[config.mk]
export PLATFORM = sky130hd
export DESIGN_NAME = lcg_div
export DESIGN_NICKNAME = d
export VERILOG_FILES = /design/src/rtl/core/lcg_pkg.sv /design/src/rtl/core/lcg_div.sv
export SDC_FILE = /design/constraint.sdc
export NUM_CORES = 1
export LEC_CHECK = 0
export ABC_AREA = 1
export CAP_MARGIN = 0
export CORE_ASPECT_RATIO = 2
export CORE_MARGIN = 2
export CORE_UTILIZATION = 55
export CTS_CLUSTER_DIAMETER = 40
export CTS_CLUSTER_SIZE = 10
export DETAILED_ROUTE_END_ITERATION = 8
export DONT_BUFFER_PORTS = 1
export PLACE_DENSITY = 0.79
export SYNTH_ARGS = -nofsm -noshare
export SYNTH_HDL_FRONTEND = slang
export SYNTH_SLANG_ARGS = --single-unit
[constraint.sdc]
create_clock -name i_clk -period 5.55 [get_ports i_clk]
set_input_delay 0.2775 -clock i_clk [delete_from_list [all_inputs] [get_ports i_clk]]
set_output_delay 0.2775 -clock i_clk [all_outputs]
set_load 0.1 [all_outputs]
[src/rtl/core/lcg_pkg.sv]
// Shared types and constants for the Legendre coefficient generator.
package lcg_pkg;

    localparam int ORDER_W        = 5;   // order, power and scale shift
    localparam int NUM_W          = 64;  // row entry width
    localparam int NUMER_W        = 63;  // emitted numerator width
    localparam int NORM_W         = 6;   // 2n+1
    localparam int COEF_W         = 7;   // recurrence multipliers 4i-2, 4i-4
    localparam int PROD_W         = NUM_W + COEF_W + 1;
    localparam int DIV_DIGIT_BITS = 4;   // quotient bits per divider cycle
    localparam int DIV_STEPS      = NUM_W / DIV_DIGIT_BITS;
    localparam int DIV_CNT_W      = $clog2(DIV_STEPS);
    localparam int IN_TDATA_W     = 8;
    localparam int OUT_TDATA_W    = 80;

    typedef enum logic [3:0] {
        ST_IDLE,
        ST_CLEAR,
        ST_READ,
        ST_MUL,
        ST_SUB,
        ST_START,
        ST_DIV,
        ST_WRITE,
        ST_ERD,
        ST_LOAD,
        ST_OUT
    } t_state;

endpackage

[src/rtl/core/lcg_div.sv]
// Iterative unsigned divider by a small divisor, four quotient bits per cycle.
module lcg_div (
    input  logic                        i_clk,
    input  logic                        i_rst_n,
    input  logic                        i_start,
    input  logic [lcg_pkg::NUM_W-1:0]   i_dividend,
    input  logic [lcg_pkg::ORDER_W-1:0] i_divisor,
    output logic                        o_done,
    output logic [lcg_pkg::NUM_W-1:0]   o_quot
);

    logic                            r_busy;
    logic                            r_done;
    logic [lcg_pkg::DIV_CNT_W-1:0]   r_cnt;
    logic [lcg_pkg::NUM_W-1:0]       r_quo;
    logic [lcg_pkg::ORDER_W-1:0]     r_rem;
    logic [lcg_pkg::ORDER_W-1:0]     r_dvs;
    logic [lcg_pkg::NUM_W-1:0]       n_quo;
    logic [lcg_pkg::ORDER_W-1:0]     n_rem;

    // Remainder stays below the divisor, so it fits the order width.
    always_comb begin
        logic [lcg_pkg::ORDER_W:0]   t_w;
        logic [lcg_pkg::NUM_W-1:0]   t_q;
        logic [lcg_pkg::ORDER_W-1:0] t_r;
        t_q = r_quo;
        t_r = r_rem;
        for (int s = 0; s < lcg_pkg::DIV_DIGIT_BITS; s++) begin
            t_w = {t_r, t_q[lcg_pkg::NUM_W-1]};
            t_q = {t_q[lcg_pkg::NUM_W-2:0], 1'b0};
            if (t_w >= {1'b0, r_dvs}) begin
                t_w    = t_w - {1'b0, r_dvs};
                t_q[0] = 1'b1;
            end
            t_r = t_w[lcg_pkg::ORDER_W-1:0];
        end
        n_quo = t_q;
        n_rem = t_r;
    end

    always_ff @(posedge i_clk) begin
        if (!i_rst_n) begin
            r_busy <= 1'b0;
            r_done <= 1'b0;
            r_cnt  <= '0;
        end else begin
            r_done <= 1'b0;
            if (i_start) begin
                r_busy <= 1'b1;
                r_cnt  <= '0;
            end else if (r_busy) begin
                r_cnt <= r_cnt + 1'b1;
                if (r_cnt == lcg_pkg::DIV_CNT_W'(lcg_pkg::DIV_STEPS - 1)) begin
                    r_busy <= 1'b0;
                    r_done <= 1'b1;
                end
            end
        end
    end

    always_ff @(posedge i_clk) begin
        if (i_start) begin
            r_quo <= i_dividend;
            r_rem <= '0;
            r_dvs <= i_divisor;
        end else if (r_busy) begin
            r_quo <= n_quo;
            r_rem <= n_rem;
        end
    end

    assign o_done = r_done;
    assign o_quot = r_quo;

endmodule

# Word-level counts from Yosys, hierarchy flattened
# Index checks and enable logic that the tools add are counted.
dict set report op_classes {
  n_addsub 5
  multipliers 0
  shifts 0
  order_cmp 4
  mux 14
  div 0
  reduce_logical 3
  eq_ne 1
  n_bitwise 2
}
# cell count
set op_table {}
lappend op_table {{64-bit 2-to-1 mux} 2}
lappend op_table {{6-bit by 5-bit >= comparator with 1-bit output} 4}
lappend op_table {{5-bit 2-to-1 mux} 4}
lappend op_table {{5-bit subtractor} 4}
lappend op_table {{1-bit 2-to-1 mux} 8}
lappend op_table {{4-bit by 1-bit adder with 4-bit output (second input constant)} 1}
lappend op_table {{4-bit equality test (second input constant)} 1}
lappend op_table {{3-bit OR reduction} 1}
lappend op_table {{1-bit NOT} 2}
lappend op_table {{2-bit nonzero test} 1}
lappend op_table {{2-bit OR reduction} 1}
dict set report totals {
  latch_bits 0
  ram_bits 0
  mem_bits_ro 0
  input_bits 72
  n_memories 0
  reg_bits 80
  wordCells 35
  output_inout_bits 65
}

# Logic depth before layout (Yosys ltp)
dict set report logic_depth {
  depth_word 10
  depth_mapped 40
  depth_no_buf 40
}

# Worst setup path after synthesis
# Ideal clock, no wire load.
dict set report synth_path {
  kind {register to register}
  from {reg r_quo (netlist bit o_quot[63])}
  to {reg r_quo (netlist bit o_quot[0]), data pin}
  path_buffers 0
  period_less_slack_ns 5.661
  t_arrival_ns 5.390
  setup_time_ns 0.271
  path_slack_ns -0.111
  required_ns 5.279
  stages_incl_launch_ff 34
  cell_sequence {edfxtp_1 > inv_1 > ha_1 > inv_1 > fa_1 > inv_1 > nand2_1 > nand3_4 > nand3_4 > nand2_1 > nand2_1 > fa_1 > a21oi_1 > a21oi_4 > nand3_4 > nand2_1 > nand2_1 > inv_1 > ha_1 > a21oi_1 > o21ai_0 > a21oi_1 > inv_1 > nor2_2 > nand3_1 > nand2_1 > inv_1 > ha_1 > nand3_1 > nand3b_1 > nand2_1 > nand2_1 > nor2_4 > a31oi_1}
}
dict set report synth_between {
  elab_chain_len 10
  word_cells_on_any_way 13
  classes_between {add/sub (3); order compare (4); mux (6)}
}
# item line
set synth_rtl {}
lappend synth_rtl {{start, declared} lcg_div.sv:15} ;# logic [lcg_pkg::NUM_W-1:0] r_quo;
lappend synth_rtl {{start signal, assigned} lcg_div.sv:63} ;# r_quo <= i_dividend;
lappend synth_rtl {{start signal, assigned} lcg_div.sv:67} ;# r_quo <= n_quo;
lappend synth_rtl {{5-bit subtractor or 6-bit by 5-bit >= comparator with 1-bit output (tied branches)} {lcg_div.sv:32, lcg_div.sv:31}}
lappend synth_rtl {{5-bit 2-to-1 mux (*)} lcg_div.sv:31} ;# if (t_w >= {1'b0, r_dvs}) begin
lappend synth_rtl {{5-bit subtractor or 6-bit by 5-bit >= comparator with 1-bit output (tied branches)} {lcg_div.sv:32, lcg_div.sv:31}}
lappend synth_rtl {{5-bit 2-to-1 mux (*)} lcg_div.sv:31}
lappend synth_rtl {{5-bit subtractor or 6-bit by 5-bit >= comparator with 1-bit output (tied branches)} {lcg_div.sv:32, lcg_div.sv:31}}
lappend synth_rtl {{5-bit 2-to-1 mux (*)} lcg_div.sv:31}
lappend synth_rtl {{6-bit by 5-bit >= comparator with 1-bit output (*)} lcg_div.sv:31}
lappend synth_rtl {{1-bit 2-to-1 mux (*)} lcg_div.sv:31}
lappend synth_rtl {{64-bit 2-to-1 mux (*)} lcg_div.sv:66} ;# end else if (r_busy) begin
lappend synth_rtl {{64-bit 2-to-1 mux (*)} lcg_div.sv:62} ;# if (i_start) begin
# Every way passes the cells marked *; elsewhere a longest branch is shown, timed or not. The select of a mux whose other input is x is not followed.
# A chain may end at the register's enable or synchronous reset.

# Worst setup path after layout
# Same ends and word-level chain as after synthesis.

==> impl_metrics.csv <==
group,metric,value,unit
outcome,status,"completed",
hold_path,hold_end,"r_dvs[1]",
timing,worst_pin_slew,0.989,ns
routing,avgRoutedWirePerCell,17.8,um
routing,ant_nets,0,
routing,wl_met2,6150,um
routing,viasPerCell,5.55,
setup_path,crit-reg2reg-capture,"o_quot[0]",
timing,finalMaxSlewViolations,0,
setup_path,rrSetupSlack,0.19,ns
finish,area_delta_synth_final,13.3,%
placed_design,dp_hpwl,8350,um
timing,relSlewSlack,0.340,
finish,final_cells,630,
timing,fin_ws,0.189,ns
timing,clock.fmax,0.187,GHz
setup_path,required,5.60,ns
setup_path,rr_worst_depth,36,
routing,topRoutingLayerUsed,"met4",
yosys,syn_nets,615,
yosys,synth-seq-cells,80,
timing,fin_crit,5.36,ns
hold_path,min_path_cells,0,
global_routing,grt_first_pass_wirelength,16800,um
global_routing,grt_use_total,0.256,
hold_path,hp-class,"input port to flop",
placed_design,dp_slack,-0.188,ns
clocking,clockRootBuffer,"clkbuf_16",
finish,nets,626,
hold_path,hp-start,"i_divisor[1]",
clocking,clk_pin_slew,0.06,ns
routing,wl_met1,3700,um
setup_path,critical_path_arrival,5.41,ns
floorplanning,die_h,132,um
clocking,cts_tree,"done",
global_routing,overflow,0,
routing,routed-wl-met3,864,um
global_routing,grt_pass1_vias,3534,
yosys,syn_inst,518,
placed_design,place_congestion,0.989,
setup_path,cpMostUsedCell,"nand2_1",
flow_run,drv_cap,0,
setup_path,r2r_start,"o_quot[63]",
setup_path,crit_path_top_delay_cell,"fa_1",
global_routing,antenna_found_initial,0,
floorplanning,die_area,8950,um2
setup_path,start_kind,"flop",
floorplanning,start_util,0.566,
timing,hold_viol_final,0,
floorplanning,io_pins,137,
floorplanning,fp.coreArea,7940,um2
clocking,clock-sinks,80,
routing,wl,11200,um
yosys,syn_avg_cell_area,8.67,um2
routing,firstDrtPassIters,5,
yosys,synth_seq_area_share,0.510,
clocking,cts_max_level,3,
clocking,ctsHoldBuffers,0,
global_routing,grt_max_degree,70,
clocking,clockBufferDepth,2,
yosys,yosys.cell_types.count,28,
timing,setup_violations,0,
clocking,numCtsBuffers,9,
finish,antenna_cells,0,
floorplanning,die_x,67.9,um
timing,clock_skew,0.00347,ns
routing,via_count,3494,
timing,period_share,0.966,
routing,drt_iter0_markers,188,
setup_path,max_stage_delay,0.41,ns
setup_path,path_class,"flop to flop",
placed_design,io_buffer_count,0,
setup_path,end_kind,"flop",
routing,drc,0,
setup_path,cp_max_fo,8,
yosys,ys.warnings.count,0,
clocking,worstSkewPairLatency,0.33,ns
timing,tns,0,ns
yosys,syn-cell-area,4490,um2
finish,layout-drive-gt1-share,0.139,
floorplanning,num_rows,46,
placed_design,dp.cells,610,
## sequential cells by signal, indices dropped and copies added (netlist names)
name / count
r_dvs: 5
r_busy: 1
o_done: 1
o_quot: 64
r_rem: 5
r_cnt: 4
## layout make-up
type / count / area (um2)
clock inverter: 7 / 71.3
sequential: 80 / 2290
clock buffer: 9 / 225
inverter: 41 / 154
multi-input combinational: 382 / 2110
tap: 96 / 120
timing repair buffer: 15 / 113
fill: 660 / 2850
## per-layer routing
layer,global-route usage,vias to the layer above
li1,-,1698
met1,0.262,1604
met2,0.444,155
met3,0.0803,37
met4,0.133,0
met5,0,-
## critical path, delay by kind of cell (launching register included)
| kind | cells | cell delay [ns] |
|---|---|---|
| simple gates | 20 | 1.93 |
| buf+inv | 7 | 0.71 |
| fa+ha+maj | 5 | 1.45 |
| flops | 1 | 0.39 |
| compound gates | 4 | 0.57 |
## placed cells by master (no fill, tap or decap), types with 6 or more instances in the layout
master,netlist,final
a21oi_1,11,9
buf_4,0,15
clkbuf_16,0,9
dfxtp_1,11,11
edfxtp_1,69,69
ha_1,21,15
ha_4,0,6
inv_1,38,36
nand2_1,253,249
nand2_2,4,8
nand3_1,30,30
nor2_1,13,13
xnor2_1,6,6
## cell usage after synthesis (all sizes together)
| cell type | number | area share |
|---|---|---|
| a21oi | 12 | 0.016 |
| nand3 | 39 | 0.062 |
| inv | 40 | 0.033 |
| nand2 | 259 | 0.22 |
| clkinv | 1 | 0.00083 |
| ha | 21 | 0.058 |
| nand4 | 2 | 0.0028 |
| nand3b | 3 | 0.0050 |
| xor2 | 4 | 0.0078 |
| dfxtp | 11 | 0.049 |
| xnor2 | 6 | 0.012 |
| a31oi | 4 | 0.0056 |
| nor2 | 19 | 0.023 |
| buf | 1 | 0.00083 |
| edfxtp | 69 | 0.46 |
| clkbuf | 14 | 0.012 |
| nor3 | 1 | 0.0011 |
| a21boi | 1 | 0.0025 |
| fa | 4 | 0.018 |
| o21ai | 7 | 0.0078 |
## logic make-up after synthesis
group / count (synthesis) / share of synthesized area
AOI/OAI and AO/OA: 24 / 0.0318
xor gates and xnor gates: 10 / 0.0195
adders and majority gates: 25 / 0.0763
buffers and inverters: 56 / 0.0468
DFF: 80 / 0.510
and+or+nand+nor: 323 / 0.315
## stage by stage
stage	cell area, um2	hold WS (ns)	util
after floorplan	4500	0.376	-
after global placement	4650	0.376	0.585
after detailed placement	4650	0.376	0.585
after CTS	4960	0.0370	0.624
after global routing	5090	0.0273	0.641
final	5090	0.0442	0.641
## repair_timing
item	4_1_cts	5_1_grt
resized for setup	3	18
setup endpoints to repair	6	6
setup buffers	1	3
pin swaps	1	4
## worst max-delay path by stage
stage | cells after the start | slack (ns) | start | end
after floorplan | 33 | 0.004 | o_quot[63] | o_quot[0]
after global placement | 36 | 0.08 | o_quot[63] | r_rem[2]
after CTS | 39 | 0.009 | o_quot[63] | r_rem[1]
after detailed placement | 36 | -0.19 | o_quot[63] | r_rem[1]
after global routing | 36 | -0.02 | o_quot[63] | o_quot[0]
final | 36 | 0.19 | o_quot[63] | o_quot[0]
Power is not shown: default switching activity piles up to over one toggle a cycle in this logic, so the estimate is an artifact.
