<file path="src/rtl/core/lcg_pkg.sv">
// Shared types and constants for the Legendre coefficient generator.
package lcg_pkg;

    localparam int ORDER_W        = 5;   // order, power and scale shift
    localparam int NUM_W          = 64;  // row entry width
    localparam int NUMER_W        = 63;  // emitted numerator width
    localparam int NORM_W         = 6;   // 2n+1
    localparam int COEF_W         = 7;   // recurrence multipliers 4i-2, 4i-4
    localparam int PROD_W         = NUM_W + COEF_W + 1;
    localparam int DIV_DIGIT_BITS = 4;   // quotient bits per divider cycle
    localparam int DIV_STEPS      = NUM_W / DIV_DIGIT_BITS;
    localparam int DIV_CNT_W      = $clog2(DIV_STEPS);
    localparam int IN_TDATA_W     = 8;
    localparam int OUT_TDATA_W    = 80;

    typedef enum logic [3:0] {
        ST_IDLE,
        ST_CLEAR,
        ST_READ,
        ST_MUL,
        ST_SUB,
        ST_START,
        ST_DIV,
        ST_WRITE,
        ST_ERD,
        ST_LOAD,
        ST_OUT
    } t_state;

endpackage

</file>
<file path="src/rtl/core/lcg_row_mem.sv">
// One row store: single write port, single registered read port.
module lcg_row_mem #(
    parameter int DEPTH = 17,
    parameter int AW    = 5
) (
    input  logic                      i_clk,
    input  logic                      i_we,
    input  logic [AW-1:0]             i_waddr,
    input  logic [lcg_pkg::NUM_W-1:0] i_wdata,
    input  logic [AW-1:0]             i_raddr,
    output logic [lcg_pkg::NUM_W-1:0] o_rdata
);

    logic [lcg_pkg::NUM_W-1:0] r_mem [DEPTH];
    logic [lcg_pkg::NUM_W-1:0] r_rdata;

    always_ff @(posedge i_clk) begin
        if (i_we) begin
            r_mem[i_waddr] <= i_wdata;
        end
    end

    always_ff @(posedge i_clk) begin
        r_rdata <= r_mem[i_raddr];
    end

    assign o_rdata = r_rdata;

endmodule

</file>
<file path="config.mk">
export PLATFORM = sky130hd
export DESIGN_NAME = lcg_row_mem
export DESIGN_NICKNAME = d
export VERILOG_FILES = /design/src/rtl/core/lcg_pkg.sv /design/src/rtl/core/lcg_row_mem.sv
export SDC_FILE = /design/constraint.sdc
export NUM_CORES = 1
export LEC_CHECK = 0
export BUFFER_PORTS_ARGS = -buffer_cell sky130_fd_sc_hd__buf_2
export CORE_MARGIN = 4
export CORE_UTILIZATION = 55
export CTS_CLUSTER_DIAMETER = 80
export DETAILED_ROUTE_END_ITERATION = 10
export PLACE_DENSITY_LB_ADDON = 0.15
export SYNTH_ARGS = -nofsm -noshare
export SYNTH_HDL_FRONTEND = slang
export SYNTH_SLANG_ARGS = --single-unit
</file>
<file path="constraint.sdc">
create_clock -name i_clk -period 7.55 [get_ports i_clk]
set_input_delay 1.51 -clock i_clk [delete_from_list [all_inputs] [get_ports i_clk]]
set_output_delay 1.51 -clock i_clk [all_outputs]
set_load 0.02 [all_outputs]
</file>
; ---- Word level (Yosys, flattened, before mapping)
; Memory sizes are Yosys's and may differ from the RTL's. A register that Yosys moved wholly into a read port is not among the register bits.
; Cells that the tools add are included.
[word_totals]
regBits = 0
ramBits = 1088
out_inout_bits = 64
mem_count = 1
[memory_table]
columns = name, depth, width, rd, rd_clocked_by_memory_dff, wr, line_no
row1 = r_mem, 17, 64, 1, 1, 1, lcg_row_mem.sv:14  ; logic [lcg_pkg::NUM_W-1:0] r_mem [DEPTH];
[classes]
mux = 2
[op_table]
columns = operator, n
row1 = $mux 1, 2

; ---- Longest topological paths before layout
; Gate-level depths: netlist (run 1).
[logic_depth]
ltp_word = 2
mapped_depth = 7

; ---- Worst setup path after synthesis (run 1)
; No wires, ideal clock.
[synth_path]
path_type = input to register
start = in i_we
end = mem r_mem[8][0] (netlist name) (enable)
setup_time_ns = 0.578
arrival_time_ns = 6.624
required_ns = 6.972
path_slack_ns = 0.348
stages = 3
path_buffers = 0
cell_sequence = nor2b_1 nand2_1 nor3b_1
[synth_between]
elab_chain_cells = 2
[synth_lines]
columns = element, line_no
row1 = from (decl), lcg_row_mem.sv:7  ; input logic i_we,
row2 = $mux 1, lcg_row_mem.sv:18  ; if (i_we) begin
row3 = $mux 1 (implied by the code), lcg_row_mem.sv:19  ; r_mem[i_waddr] <= i_wdata;
row4 = to (decl), lcg_row_mem.sv:14
; Every way passes these cells.

; ---- Final worst setup path (run 1)
[layout_path]
start = in i_we
end = mem r_mem[3][60] (netlist name) (enable)
; Same word-level chain as after synthesis.

==> impl_metrics.py, run 1 <==
metrics = {
    "detailed_routing": {
        "dr.first_iter.drc_count": 1932,
        "drc": 0,
        "vias": 19300,
        "ant_nets": 0,
        "viasPerCell": 6.16,
        "dr.pass1.iters": 5,
        "wirelength_um": 90400,
        "wire_per_inst_um": 28.8,
    },
    "global_routing": {
        "overflow": 0,
        "grt.total_usage_pct": 22.3,
        "grt_pass1_wl_um": 134000,
        "grt_pass1_vias": 20200,
        "grt_max_degree": 99,
        "antenna_found_initial": 8,
    },
    "clock_network": {
        "root_buffer": "clkbuf_16",
        "clockBufferDepth": 3,
        "post_cts_buffers": 0,
        "ctsResizeCount": 0,
        "numClockSinks": 1152,
        "cts_made_buffers": 113,
        "cts_max_level": 3,
        "cts_tree": "yes",
        "ctsHoldBuffers": 0,
        "cts.clk_slew.worst_paths_ns": 0.06,
        "clk_latency_ns": 0.67,
    },
    "die": {
        "start_util_pct": 55.6,
        "rows": 102,
        "core_um2": 77500,
        "pin_count": 140,
        "dieArea_um2": 82800,
        "die_w_um": 288,
        "die_height_um": 288,
    },
    "setup_path": {
        "max_stage_delay_ns": 1.01,
        "crit_family": "simple AND/OR/NAND/NOR gates",
        "crit_buf_inv": 2,
        "end_kind": "flip-flop",
        "r2r_start": "r_mem[15][42]",
        "critPathRequiredTime_ns": 7.83,
        "arrival_ns": 4.06,
        "critPathKind": "in2reg",
        "reg2regPathDepth": 3,
        "cp_cell_sequence": "buf_2, nor2b_1, nand2_1, nor2_4, buf_4",
        "path_depth": 5,
        "cpMaxStageDelayCell": "nor2_4",
        "r2r_end": "o_rdata[42]",
        "critPathLaunchType": "input pin",
        "cp-startpoint": "i_we",
        "endpoint": "r_mem[3][60]",
        "r2r_setup_slack_ns": 6.02,
        "critPathMaxFanout": 35,
    },
    "cells_and_area": {
        "syn_to_final_growth_pct": 12.4,
        "drive_above_1_share_pct": 31.8,
        "fin_nets": 2065,
        "post-route-cell-area_um2": 48400,
        "multi_input_area_um2": 8350,
        "fillCellCount": 5213,
        "ff_latch_area_um2": 34000,
    },
    "timing": {
        "final.setup.tns_ns": 0,
        "period_share_pct": 50.1,
        "rsz0062_at_grt": "no",
        "setup_violations": 0,
        "max-slew-margin-rel_pct": 14.9,
        "period_needed_ns": 3.78,
        "hold_viol": 0,
        "report.final.slew_viol_count": 0,
        "finClkSkew_ns": 0.0134,
        "fmax_ghz": 0.265,
        "layout_setup_ws_ns": 3.77,
        "tightest_slew_ns": 1.27,
    },
    "synthesis": {
        "yosys.area.top_type": "edfxtp_1",
        "synth.area.top_cells": "edfxtp_1 76%, mux4_2 12%, dfxtp_1 3.0%, a221oi_2 2.1%, mux2i_1 1.5%",
        "synthFlopType": "edfxtp_1",
        "syn_avg_cell_area_um2": 24.0,
        "synth_top_area_share_pct": 75.9,
        "syn_nets": 1873,
        "yosysSeqAreaShare_pct": 78.9,
        "syn_area_um2": 43000,
        "synth-seq-cells": 1152,
        "synth-edff-count": 1088,
        "yosys_warnings": 0,
        "synth_most_common_cell": "edfxtp_1",
        "synth_common_cells": "1088 x edfxtp_1, 236 x mux4_2, 79 x nor2_1",
        "ys_types": 27,
        "async_flop_share_pct": 0,
        "synthCells": 1797,
    },
    "min_path": {
        "hold_class": "reg2reg",
    },
    "place": {
        "place_area_um2": 44600,
        "dp_hpwl_um": 45600,
        "io_buffer_count": 139,
        "place_congestion": 0.707,
        "place_ws_ns": 3.15,
    },
    "power": {
        "leakagePower_uw": 0.0155,
        "peakVddDrop_mv": 0.238,
        "power.total_uw": 13200,
        "power_density_nw_per_um2": 274,
    },
    "flow_run": {
        "cap_violations": 0,
    },
    "run_status": {
        "outcome": "completed",
    },
}
[per-stage QoR]
stage	instances	utilization (%)	hold slack, ns
floorplan	1797	-	0.519
global placement	2914	57.6	0.528
detailed placement	2914	57.6	0.539
CTS	3129	62.4	0.548
global route	3130	62.4	0.580
finish	3132	62.4	0.546
[worst min path at each step]
| stage | slack (ns) | from | endpoint | cells past startpoint |
|---|---|---|---|---|
| 3_3_place_gp | 0.53 | r_mem[16][4] | o_rdata[4] | 2 |
| 5_1_grt | 0.58 | r_mem[16][28] | o_rdata[28] | 2 |
| 3_5_place_dp | 0.54 | r_mem[16][3] | o_rdata[3] | 2 |
| 6_report | 0.55 | r_mem[16][3] | o_rdata[3] | 2 |
| 4_1_cts | 0.55 | r_mem[16][3] | o_rdata[3] | 2 |
| 2_1_floorplan | 0.52 | r_mem[16][3] | o_rdata[3] | 2 |
[area by class of cell]
class                   count  share of cell area, %
flip-flops and latches   1152                   70.2
multi-input cells         544                   17.3
clock buffers             154                   6.65
well taps                1040                   2.69
repair buffers            177                   2.13
clock inverters            61                   1.01
inverters                   1                 0.0181
diodes                      3                 0.0155
[sequential cells by signal (all words and copies together), names as in the netlist]
| signal | count |
|---|---|
| o_rdata | 64 |
| r_mem | 1088 |
[kinds of logic (layout without fill, tap and decap cells)]
kind of cell,after synthesis,count (layout),share of synthesized area [%]
DFF,1152,1152,78.9
muxes,320,320,15.1
AOI/OAI and AO/OA,128,128,3.12
buffers and inverters,101,393,2.01
and+or+nand+nor,96,96,0.924
other,0,3,0
[metal layers]
layer / part of all wire, % / up-vias / global-route usage (%)
li1: - / 8133 / -
met1: 43 / 10400 / 33.3
met4: 1.6 / 2 / 4.82
met2: 49 / 666 / 35.4
met3: 6.6 / 107 / 3.62
met5: 0.013 / - / 0
[cells in the final DEF (no fill, tap or decap), drive strengths merged, types with 3 or more instances in the layout]
| cell | instances |
|---|---|
| edfxtp | 1088 |
| bufinv | 6 |
| clkbuf | 154 |
| buf | 177 |
| nor2 | 79 |
| inv | 6 |
| mux2i | 64 |
| diode | 3 |
| mux4 | 256 |
| nand2b | 3 |
| dfxtp | 64 |
| clkinv | 44 |
| clkinvlp | 6 |
| nand2 | 4 |
| o22ai | 64 |
| a221oi | 64 |
[report_power, final]
group          total [µW]  switching [µW]  leakage [µW]  internal (µW)
clock                5500            2300       0.00181           3190
combinational         626             388       0.00336            238
sequential           7120            28.5        0.0103           7090
total               13200            2720        0.0155          10500
[worst reg2reg max path: stages (launching register included)]
cell,delay [ns]
edfxtp_1,0.37
mux4_2,0.48
mux2i_1,0.41
a221oi_2,0.13
(Power assumes the default switching activity.)
==> run 2: changes to the inputs <==
Settings changed: CORE_UTILIZATION 55 to 61.
Clock period 7.55 ns to 3.5 ns, I/O delays scaled along.
==> run 2 against run 1 <==
- via count rose by 0.73%
- hold slack got worse by 0.13 ns
- sequential power rose by 120%
- clock skew rose by 0.0035 ns
- cell area rose by 0.64%
- clock power rose by 110%
- count of clock-buffer cells in the layout rose by 3
- register-to-register slack got worse by 4.0 ns
- final cell count fell by 2.7%
- setup slack got worse by 2.5 ns
- combinational power rose by 120%
- total power rose by 110%
- largest power group unchanged
- highest routed layer unchanged
==> impl_metrics.py, run 2 (synthesis gave the netlist of run 1 again) <==
metrics = {
    "global_routing": {
        "grt_pass1_vias": 20200,
        "top_usage_layer": "met2",
        "grt_pass1_wl_um": 133000,
        "overflow": 0,
        "grt_use_met3_pct": 4.68,
        "grt.total_usage_pct": 24.4,
        "antenna_found_initial": 8,
        "use_met1_pct": 36.0,
        "grt_max_degree": 65,
        "gr-usage-met2_pct": 38.2,
    },
    "detailed_routing": {
        "wirelength_um": 89500,
        "viasPerCell": 6.38,
        "drc": 0,
        "ant_nets": 0,
        "dr.pass1.iters": 5,
        "dr.first_iter.drc_count": 1778,
        "wire_per_inst_um": 29.4,
        "vias": 19400,
    },
    "setup_path": {
        "crit_family": "simple AND/OR/NAND/NOR gates",
        "max_stage_delay_ns": 0.63,
        "end_kind": "flip-flop",
        "cp-startpoint": "i_we",
        "reg2regPathDepth": 3,
        "cp_cell_sequence": "buf_2, nor2b_1, nand3_1, nor2_4, buf_4",
        "r2r_end": "o_rdata[22]",
        "critPathKind": "in2reg",
        "path_depth": 5,
        "critPathLaunchType": "input pin",
        "crit_buf_inv": 2,
        "arrival_ns": 2.48,
        "r2r_start": "r_mem[14][22]",
        "endpoint": "r_mem[15][19]",
        "cpMaxStageDelayCell": "buf_4",
        "critPathRequiredTime_ns": 3.78,
        "r2r_setup_slack_ns": 2.04,
        "critPathMaxFanout": 39,
    },
    "place": {
        "place_congestion": 0.739,
        "io_buffer_count": 139,
        "place_area_um2": 45100,
        "place_ws_ns": 0.689,
        "dp_hpwl_um": 44800,
    },
    "die": {
        "core_um2": 70000,
        "die_height_um": 274,
        "pin_count": 140,
        "rows": 97,
        "dieArea_um2": 74900,
        "start_util_pct": 61.5,
        "die_w_um": 274,
    },
    "cells_and_area": {
        "post-route-cell-area_um2": 48700,
        "layout_commonest_cell": "edfxtp_1",
        "syn_to_final_growth_pct": 13.1,
        "largest-register": "r_mem",
        "largest_reg_flops": 1088,
        "final_cell_mix": "1088 x edfxtp_1, 236 x mux4_2, 136 x buf_2",
        "fin_nets": 2083,
        "final_core_util_pct": 69.5,
        "drive_above_1_share_pct": 32.1,
    },
    "power": {
        "peakVddDrop_mv": 0.443,
        "power_density_nw_per_um2": 584,
        "leakagePower_uw": 0.0157,
        "power.total_uw": 28400,
    },
    "run_status": {
        "outcome": "completed",
    },
    "timing": {
        "hold_viol": 0,
        "tightest_slew_ns": 1.09,
        "finClkSkew_ns": 0.0169,
        "period_needed_ns": 2.20,
        "final.setup.tns_ns": 0,
        "report.final.slew_viol_count": 0,
        "rsz0062_at_grt": "no",
        "period_share_pct": 62.7,
        "layout_setup_ws_ns": 1.30,
        "max-slew-margin-rel_pct": 27.1,
        "fmax_ghz": 0.456,
        "setup_violations": 0,
    },
    "min_path": {
        "hold_class": "in2reg",
        "hold_start": "i_wdata[6]",
    },
    "clock_network": {
        "cts_made_buffers": 111,
        "clockBufferDepth": 3,
        "numClockSinks": 1152,
        "root_buffer": "clkbuf_16",
        "cts_max_level": 3,
        "cts_tree": "yes",
        "ctsResizeCount": 0,
        "post_cts_buffers": 0,
        "ctsHoldBuffers": 0,
        "cts.clk_slew.worst_paths_ns": 0.06,
        "clk_latency_ns": 0.66,
    },
    "flow_run": {
        "cap_violations": 0,
    },
}
==> run 2: cell types whose count changed in the layout (fill, tap and decap cells not counted), moves of 2 or more <==
cell | previous run | this run
clkbuf_16 | 118 | 113
buf_4 | 36 | 27
nor3b_4 | 0 | 2
buf_12 | 2 | 31
clkbuf_1 | 23 | 31
nor3b_2 | 2 | 0
clkinvlp_4 | 6 | 2
diode_2 | 3 | 5
clkinv_1 | 23 | 17
bufinv_16 | 6 | 9
==> run 2: metrics by stage <==
step / cells / hold WS (ns)
floorplan: 1797 / 0.519
global placement: 2834 / 0.542
detailed placement: 2834 / 0.536
CTS: 3042 / 0.373
global route: 3044 / 0.402
finish: 3047 / 0.419
==> run 2: worst min path at each step <==
| stage | endpoint | cells past startpoint |
|---|---|---|
| floorplan | o_rdata[3] | 2 |
| global placement | o_rdata[17] | 2 |
| detailed placement | o_rdata[5] | 2 |
| CTS | r_mem[14][6] | 1 |
| global route | r_mem[14][6] | 1 |
| finish | r_mem[14][6] | 1 |
==> run 2: metal layers <==
metal / vias to the layer above / share of wire [%] / wire, µm
met5: - / 0.038 / 34
met4: 4 / 2.0 / 1760
met3: 119 / 6.9 / 6200
met2: 714 / 49 / 43800
met1: 10500 / 42 / 37700
li1: 8156 / - / -
==> run 2: cell type report <==
type	count	area, µm²
sequential	1152	34000
inverter	1	8.76
tap	940	1180
clock inverter	51	483
fill	4191	21400
timing repair buffer	197	1550
multi-input combinational	544	8370
clock buffer	157	3120
antenna	5	12.5
==> run 2: where the power goes <==
part	total, µW	switching, µW	internal [µW]	leakage [µW]
Combinational	1370	829	544	0.00356
Sequential	15400	78.7	15300	0.0103
Clock	11700	4850	6850	0.00177
